File: src/rtl/tcw_pkg.sv
package tcw_pkg;

   // field widths fixed by the port list
   localparam int COL_W  = 7;
   localparam int ROW_W  = 5;
   localparam int CHAR_W = 8;
   localparam int ATTR_W = 8;
   localparam int CELL_W = CHAR_W + ATTR_W;
   localparam int TAB_W  = 2;

   // default screen geometry
   localparam int COLS_DEFAULT = 80;
   localparam int ROWS_DEFAULT = 25;

   // control characters
   localparam logic [CHAR_W-1:0] CH_NEWLINE = 8'd10;
   localparam logic [CHAR_W-1:0] CH_RETURN  = 8'd13;
   localparam logic [CHAR_W-1:0] CH_TAB     = 8'd9;
   localparam logic [CHAR_W-1:0] CH_SPACE   = 8'd32;

   localparam logic [ATTR_W-1:0] ATTR_RESET = 8'd112;
   localparam logic [TAB_W-1:0]  TAB_SPACES = 2'd3;

   // request opcodes
   localparam logic OP_PUT  = 1'b0;
   localparam logic OP_READ = 1'b1;

   typedef enum logic [2:0] {
      ST_CLEAR,
      ST_IDLE,
      ST_EXEC,
      ST_SCROLL,
      ST_DONE
   } state_type;

   typedef struct packed {
      logic load;
      logic clr_step;
      logic put;
      logic newline;
      logic cret;
      logic scroll_step;
      logic read;
      logic finish;
   } ctrl_cmd_type;

   typedef struct packed {
      logic clear_last;
      logic scroll_last;
      logic op_read;
      logic is_newline;
      logic is_return;
      logic col_last;
      logic row_last;
      logic in_range;
      logic put_more;
      logic put_pending;
      logic rsp_free;
   } ctrl_status_type;

endpackage

File: src/rtl/tcw_ctrl.sv
module tcw_ctrl (
   input  logic                     clock,
   input  logic                     reset,
   input  logic                     req_valid,
   output logic                     req_stall,
   input  tcw_pkg::ctrl_status_type status,
   output tcw_pkg::ctrl_cmd_type    cmd
);

   tcw_pkg::state_type state_ff;
   tcw_pkg::state_type state_in;

   // state register
   always_ff @(posedge clock) begin
      if (reset) begin
         state_ff <= tcw_pkg::ST_CLEAR;
      end else begin
         state_ff <= state_in;
      end
   end

   // next state
   always_comb begin
      state_in = state_ff;
      case (state_ff)
         tcw_pkg::ST_CLEAR: begin
            if (status.clear_last) begin
               state_in = tcw_pkg::ST_IDLE;
            end
         end
         tcw_pkg::ST_IDLE: begin
            if (req_valid) begin
               state_in = tcw_pkg::ST_EXEC;
            end
         end
         tcw_pkg::ST_EXEC: begin
            if (status.op_read || status.is_return) begin
               state_in = tcw_pkg::ST_DONE;
            end else if (status.is_newline) begin
               state_in = status.row_last ? tcw_pkg::ST_SCROLL : tcw_pkg::ST_DONE;
            end else if (status.col_last && status.row_last) begin
               state_in = tcw_pkg::ST_SCROLL;
            end else if (!status.put_more) begin
               state_in = tcw_pkg::ST_DONE;
            end
         end
         tcw_pkg::ST_SCROLL: begin
            if (status.scroll_last) begin
               state_in = status.put_pending ? tcw_pkg::ST_EXEC : tcw_pkg::ST_DONE;
            end
         end
         tcw_pkg::ST_DONE: begin
            if (status.rsp_free) begin
               state_in = tcw_pkg::ST_IDLE;
            end
         end
         default: begin
            state_in = tcw_pkg::ST_IDLE;
         end
      endcase
   end

   // commands to the datapath
   always_comb begin
      cmd       = '0;
      req_stall = 1'b1;
      case (state_ff)
         tcw_pkg::ST_CLEAR: begin
            cmd.clr_step = 1'b1;
         end
         tcw_pkg::ST_IDLE: begin
            req_stall = 1'b0;
            cmd.load  = req_valid;
         end
         tcw_pkg::ST_EXEC: begin
            if (status.op_read) begin
               cmd.read = status.in_range;
            end else if (status.is_newline) begin
               cmd.newline = 1'b1;
            end else if (status.is_return) begin
               cmd.cret = 1'b1;
            end else begin
               cmd.put = 1'b1;
            end
         end
         tcw_pkg::ST_SCROLL: begin
            cmd.scroll_step = 1'b1;
         end
         tcw_pkg::ST_DONE: begin
            cmd.finish = status.rsp_free;
         end
         default: begin
            cmd = '0;
         end
      endcase
   end

endmodule

File: config.mk
export PLATFORM = sky130hd
export DESIGN_NAME = tcw_ctrl
export DESIGN_NICKNAME = d
export VERILOG_FILES = /design/src/rtl/tcw_pkg.sv /design/src/rtl/tcw_ctrl.sv
export SDC_FILE = /design/constraint.sdc
export NUM_CORES = 1
export LEC_CHECK = 0
export BUFFER_PORTS_ARGS = -buffer_cell sky130_fd_sc_hd__buf_2
export CORE_AREA = 3 3 40 42
export DETAILED_ROUTE_END_ITERATION = 10
export DIE_AREA = 0 0 43 45
export PLACE_DENSITY = 0.64
export SYNTH_ARGS = -nofsm -noshare
export SYNTH_HDL_FRONTEND = slang
export SYNTH_SLANG_ARGS = --single-unit
File: constraint.sdc
create_clock -name clock -period 1.3 [get_ports clock]
set_input_delay 0.13 -clock clock [delete_from_list [all_inputs] [get_ports clock]]
set_output_delay 0.13 -clock clock [all_outputs]
set_load 0.1 [all_outputs]
==> flow_metrics.tcl, run 1 <==
set metrics [dict create \
    status "complete, but fails checks" \
    violations "negative setup slack" \
    finalPower_w 0.001459 \
    ioPinCount 23 \
    cts_tree "done" \
    tightestPinTransition_ps 396.4 \
    ys_seq_area_share_pct 16.11 \
    wirelength_um 1162 \
    holdBufCountCts 0 \
    reg2regPathDepth 5 \
    drive_gt1_share_pct 73.33 \
    first_iter_violations 2 \
    ant_nets 0 \
    largest_reg_flops 3 \
    clock-sinks 3 \
    seqPwrFrac_pct 12.0 \
    worstPathMaxFanout 5 \
    setup_ws_ps -178.3 \
    largest_registers "state_ff (3)" \
    p_sw_w 0.0007379 \
    synth_area_leaders "dfxtp_1 16%, nor4b_4 6.4%, buf_6 6.0%" \
    core_area_um2 1285 \
    critPathCaptureType "output port" \
    cts_buffer_depth 2 \
    cp.arrival_ps 1350 \
    fin_skew_ps 1.208 \
    vias 446 \
    max_cap_viol_count 0 \
    path_class "flop to output port" \
    finalWeightedCongestion 0.8132 \
    layout_commonest_cell "buf_2" \
    pwr-share-comb_pct 77.2 \
    syn_inst 43 \
    start_util_pct 29.02 \
    regMostFlops "state_ff" \
    ys_seq_elements 3 \
    final_cell_area_um2 814.5 \
    synth_top_area_share_pct 16.11 \
    yosysWarnings 0 \
    ir_drop_uv 1709 \
    synth_top_cell_by_area "dfxtp_1" \
    dp_worst_setup_slack_ps -65.81 \
    row_count 13 \
    area_growth_pct 118.5 \
    swShare_pct 50.59 \
    dr.pass1.iters 2 \
    clockPowerShare_pct 10.8 \
    die-width_um 43 \
    wl_per_cell_um 12.91 \
    cts_made_buffers 3 \
    die_h_um 45 \
    globalRouteTotalUtil_pct 11.98 \
    post-dp-hpwl_um 884.8 \
    viasPerCell 4.956 \
    post_dp_cell_area_um2 699.4 \
    clk_pin_slew_ps 40 \
    dieArea_um2 1935 \
    syn_area_um2 372.9 \
    grt_pass1_wl_um 1794 \
    worstSkewPairLatency_ps 220 \
    critPathRequiredTime_ps 1170 \
    grt_start_max_net_pins 10 \
    antenna_found_initial 0 \
    hold_viol_final 0 \
    rsz0062_at_grt "true" \
    overflow 0 \
    holdWs_ps 88.60 \
    syn_avg_cell_area_um2 8.671 \
    layout_common_cells "13 x buf_2, 10 x buf_12, 4 x buf_6, 4 x buf_4, 3 x clkbuf_4" \
    placed_cells 82 \
    antenna-diode-count 0 \
    cts_max_level 1 \
    drc_errors 0 \
    powerDensity_nw_per_um2 1791 \
    hold_depth 2 \
    yosys.cell_types.count 29 \
    layoutNonFillerInstCount 90 \
    max_freq_mhz 676.5 \
    p_int_w 0.0007207 \
    synth_nets 57 \
    min_period_ps 1478 \
    n_fill_cell 108 \
    max_slew_margin_pct 73.34 \
    post-route-period-util_pct 113.7 \
    io_buffer_count 22 \
    drv_slew 0 \
    hold_class "primary input to flop" \
    nets 90 \
    cts-root-buf "clkbuf_4" \
    leakage_nw 0.3422 \
    grt_pass1_vias 435 \
    setup_viol 11 \
    cp-start-kind "flop" \
]
## synth_stat cells
master     count
and2_1         2
and4_1         1
a21o_1         1
nand2b_1       2
and2b_1        2
nor3_1         1
a221o_1        1
a21oi_1        1
mux2_1         1
nor4b_1        1
o211ai_1       1
o21ai_1        1
a32oi_2        1
o22a_1         1
a21oi_2        1
inv_1          3
nand2_1        2
mux2i_1        1
buf_2          1
dfxtp_1        3
nor4b_4        1
o2111ai_1      2
or2_2          1
buf_6          2
and3b_1        2
or4_4          1
a21boi_0       1
nor2_1         4
mux2_4         1
## worst max-delay path, cell delays in order, from the launching register on
cell	delay, ps
dfxtp_4	350
nor4b_4	340
and3b_4	260
buf_12	170
## cell families after synthesis
logic type	after synthesis	share of synthesized area (%)
AO/OA/AOI/OAI	11	25.17
buffers and inverters	6	10.40
flip-flops	3	16.11
multiplexers	3	9.730
AND/OR/NAND/NOR	20	38.59
## repair_timing
| item | CTS | global route |
|---|---|---|
| cloned | 0 | 0 |
| endpoints found under the setup margin | 10 | 12 |
| pin swaps | 6 | 2 |
| resized for setup | 4 | 8 |
| buffers inserted | 1 | 3 |
| hold endpoints to repair | 0 | 0 |
## metrics by stage
step | TNS, ps | util [%]
global placement | -14.37 | 54.43
global route | -1578 | 63.39
detailed placement | -90.12 | 54.43
floorplan | -1317 | -
CTS | -1031 | 57.84
finish | -1056 | 63.39
## path summary, 6_finish.rpt
check                            from                        to  slack (ps)
max          state_ff[0]$_SDFFE_PP0P_                    cmd[3]        -180
min                             reset  state_ff[2]$_SDFFE_PP0P_          90
max reg2reg  state_ff[0]$_SDFFE_PP0P_  state_ff[2]$_SDFFE_PP0P_         -40
min reg2reg  state_ff[0]$_SDFFE_PP0P_  state_ff[0]$_SDFFE_PP0P_         680
## power groups by stage
stage          Clock [W]  Combinational (W)  Sequential, W
2_1_floorplan          0           0.000731       0.000150
3_3_place_gp           0            0.00103       0.000176
3_5_place_dp           0            0.00103       0.000178
4_1_cts         0.000163            0.00107       0.000177
5_1_grt         0.000172            0.00118       0.000181
6_report        0.000157            0.00113       0.000176
## cell type report
type / count / area [um2] / share of cell area (%)
clock buffer: 4 / 26.28 / 3.226
multi-input combinational: 34 / 346.6 / 42.55
timing repair buffer: 31 / 340.3 / 41.78
sequential: 3 / 68.82 / 8.449
tap: 15 / 18.77 / 2.304
inverter: 3 / 13.76 / 1.690
## per-layer routing
| layer | track usage, % | vias to the layer above | wire length (um) |
|---|---|---|---|
| li1 | - | 223 | - |
| met3 | 1.594 | 0 | 75 |
| met1 | 13.22 | 207 | 474 |
| met4 | 3.614 | 0 | 0 |
| met5 | 0 | - | 0 |
| met2 | 23.65 | 16 | 613 |
No activity file was read; power rests on OpenSTA's default activity.
==> run 2, diff against run 1 <==
Settings changed: PLACE_DENSITY 0.64 to 0.68.
==> run 2 against run 1 <==
The flow still finishes with violations (negative setup slack). Worst setup slack better by 17 ps. Final cell count stayed put. Sequential share of layout area is 0.17 points higher. First-iteration DRC count stayed put. Highest routed layer unchanged.
==> flow_metrics.tcl, run 2 (synthesized netlist as in run 1, its figures left out) <==
set metrics [dict create \
    status "complete, but fails checks" \
    violations "negative setup slack" \
    placed_cells 84 \
    drive_gt1_share_pct 72.00 \
    max_freq_mhz 684.5 \
    die_h_um 45 \
    hold_class "primary input to flop" \
    overflow 0 \
    cts_made_buffers 3 \
    first_iter_violations 2 \
    wl_met2_um 682 \
    antenna-diode-count 0 \
    holdBufCountCts 0 \
    leakage_nw 0.3372 \
    nets 90 \
    r2r_end "state_ff[0]$_SDFFE_PP0P_" \
    post-route-period-util_pct 112.4 \
    p_sw_w 0.0007496 \
    finalWeightedCongestion 0.8182 \
    tightestPinTransition_ps 350.8 \
    largest_reg_flops 3 \
    cts_max_level 1 \
    viasPerCell 4.911 \
    drc_errors 0 \
    top_layer "met3" \
    dieArea_um2 1935 \
    p_int_w 0.0006906 \
    ff2ff_setup_slack_ps -50 \
    cts_buffer_depth 2 \
    grt_pass1_wl_um 1973 \
    critPathRequiredTime_ps 1170 \
    hold_viol_final 0 \
    clockPowerShare_pct 11.0 \
    cts-root-buf "clkbuf_4" \
    layout_commonest_cell "buf_2" \
    layoutNonFillerInstCount 90 \
    grt_pass1_vias 438 \
    fin_skew_ps 0.1354 \
    grt_start_max_net_pins 8 \
    row_count 13 \
    layout_common_cells "13 x buf_2, 9 x buf_12, 5 x buf_4, 4 x buf_6" \
    min_to "state_ff[2]$_SDFFE_PP0P_" \
    n_fill_cell 113 \
    worstReg2RegStart "state_ff[0]$_SDFFE_PP0P_" \
    die-width_um 43 \
    drv_slew 0 \
    swShare_pct 52.05 \
    reg2regPathDepth 5 \
    ir_drop_uv 1391 \
    setup_tns_ps -736.6 \
    clock-sinks 3 \
    met3_length_um 97 \
    io_buffer_count 22 \
    worstSkewPairLatency_ps 230 \
    cts_tree "done" \
    wirelength_um 1257 \
    rsz0062_at_grt "true" \
    largest_registers "state_ff (3)" \
    ant_nets 0 \
    max_slew_margin_pct 76.40 \
    seqPwrFrac_pct 12.4 \
    core_area_um2 1285 \
    max_cap_viol_count 0 \
    post-dp-hpwl_um 980.6 \
    worstPathMaxFanout 6 \
    clk_pin_slew_ps 30 \
    start_util_pct 29.02 \
    antenna_found_initial 0 \
    vias 442 \
    wl_per_cell_um 13.97 \
    pwr-share-comb_pct 76.6 \
    area_growth_pct 114.1 \
    drt-met1-wl_um 477 \
    setup_ws_ps -161.0 \
    path_class "flop to output port" \
    ioPinCount 23 \
    regMostFlops "state_ff" \
    setup_viol 7 \
    powerDensity_nw_per_um2 1804 \
    cp.arrival_ps 1330 \
    hold_depth 2 \
    globalRouteTotalUtil_pct 13.81 \
    min_period_ps 1461 \
    cp-start-kind "flop" \
    critPathCaptureType "output port" \
    dr.pass1.iters 4 \
    min_from "reset" \
]
-- run 2: cell counts in the layout (fill, tap and decap cells not counted) --
No cell type changed its count.
-- run 2: final cells by class --
type / instances / area (um2) / area share, %
Timing Repair Buffer: 31 / 327.8 / 41.07
Clock buffer: 4 / 26.28 / 3.292
Tap cell: 15 / 18.77 / 2.351
Inverter: 3 / 13.76 / 1.724
Sequential cell: 3 / 68.82 / 8.621
Multi-Input combinational cell: 34 / 342.8 / 42.95
-- run 2: metrics by stage --
stage          instance area, um2  hold WS, ps  setup WS (ps)  total power, W  utilization, %
2_1_floorplan               425.4        185.1         -408.6       0.0008806               -
3_3_place_gp                714.4        326.9          2.256        0.001216           55.60
3_5_place_dp                714.4        327.4         -8.413        0.001238           55.60
4_1_cts                     752.0        84.57         -155.2        0.001413           58.52
5_1_grt                     798.3        99.99         -215.5        0.001510           62.12
6_report                    798.3        92.35         -161.0        0.001440           62.12
-- run 2: critical path, stage by stage, from the launching register on --
cell and delay [ps]:
dfxtp_4 360, nor4b_4 320, and3b_4 250, buf_12 170
-- run 2: metal layers --
metal | vias to the layer above | GRT usage [%]
met3 | 0 | 3.586
met1 | 201 | 15.87
met4 | 0 | 3.614
met2 | 18 | 25.45
li1 | 223 | -
met5 | - | 0
-- run 2: worst max-delay path by stage --
stage / startpoint / end / slack, ps
after floorplan: state_ff[2]$_SDFFE_PP0P_ / cmd[0] / -410
after CTS: state_ff[0]$_SDFFE_PP0P_ / cmd[3] / -160
after detailed placement: state_ff[2]$_SDFFE_PP0P_ / state_ff[0]$_SDFFE_PP0P_ / -8
after global placement: state_ff[2]$_SDFFE_PP0P_ / state_ff[0]$_SDFFE_PP0P_ / 2
after global routing: state_ff[0]$_SDFFE_PP0P_ / cmd[3] / -220
final: state_ff[0]$_SDFFE_PP0P_ / cmd[3] / -160
-- run 2: power groups by stage --
| stage | registers [W] | logic [W] | clock network, W |
|---|---|---|---|
| after floorplan | 0.000150 | 0.000731 | 0 |
| after global placement | 0.000166 | 0.00105 | 0 |
| after detailed placement | 0.000168 | 0.00107 | 0 |
| after CTS | 0.000167 | 0.00108 | 0.000164 |
| after global routing | 0.000185 | 0.00115 | 0.000176 |
| final | 0.000178 | 0.00110 | 0.000159 |
-- run 2: what timing repair did --
action                                  4_1_cts  5_1_grt
gates cloned                                  0        0
endpoints found under the setup margin       10       11
gates resized for setup                       2        8
pin swaps                                     6        4
buffers inserted                              1        2
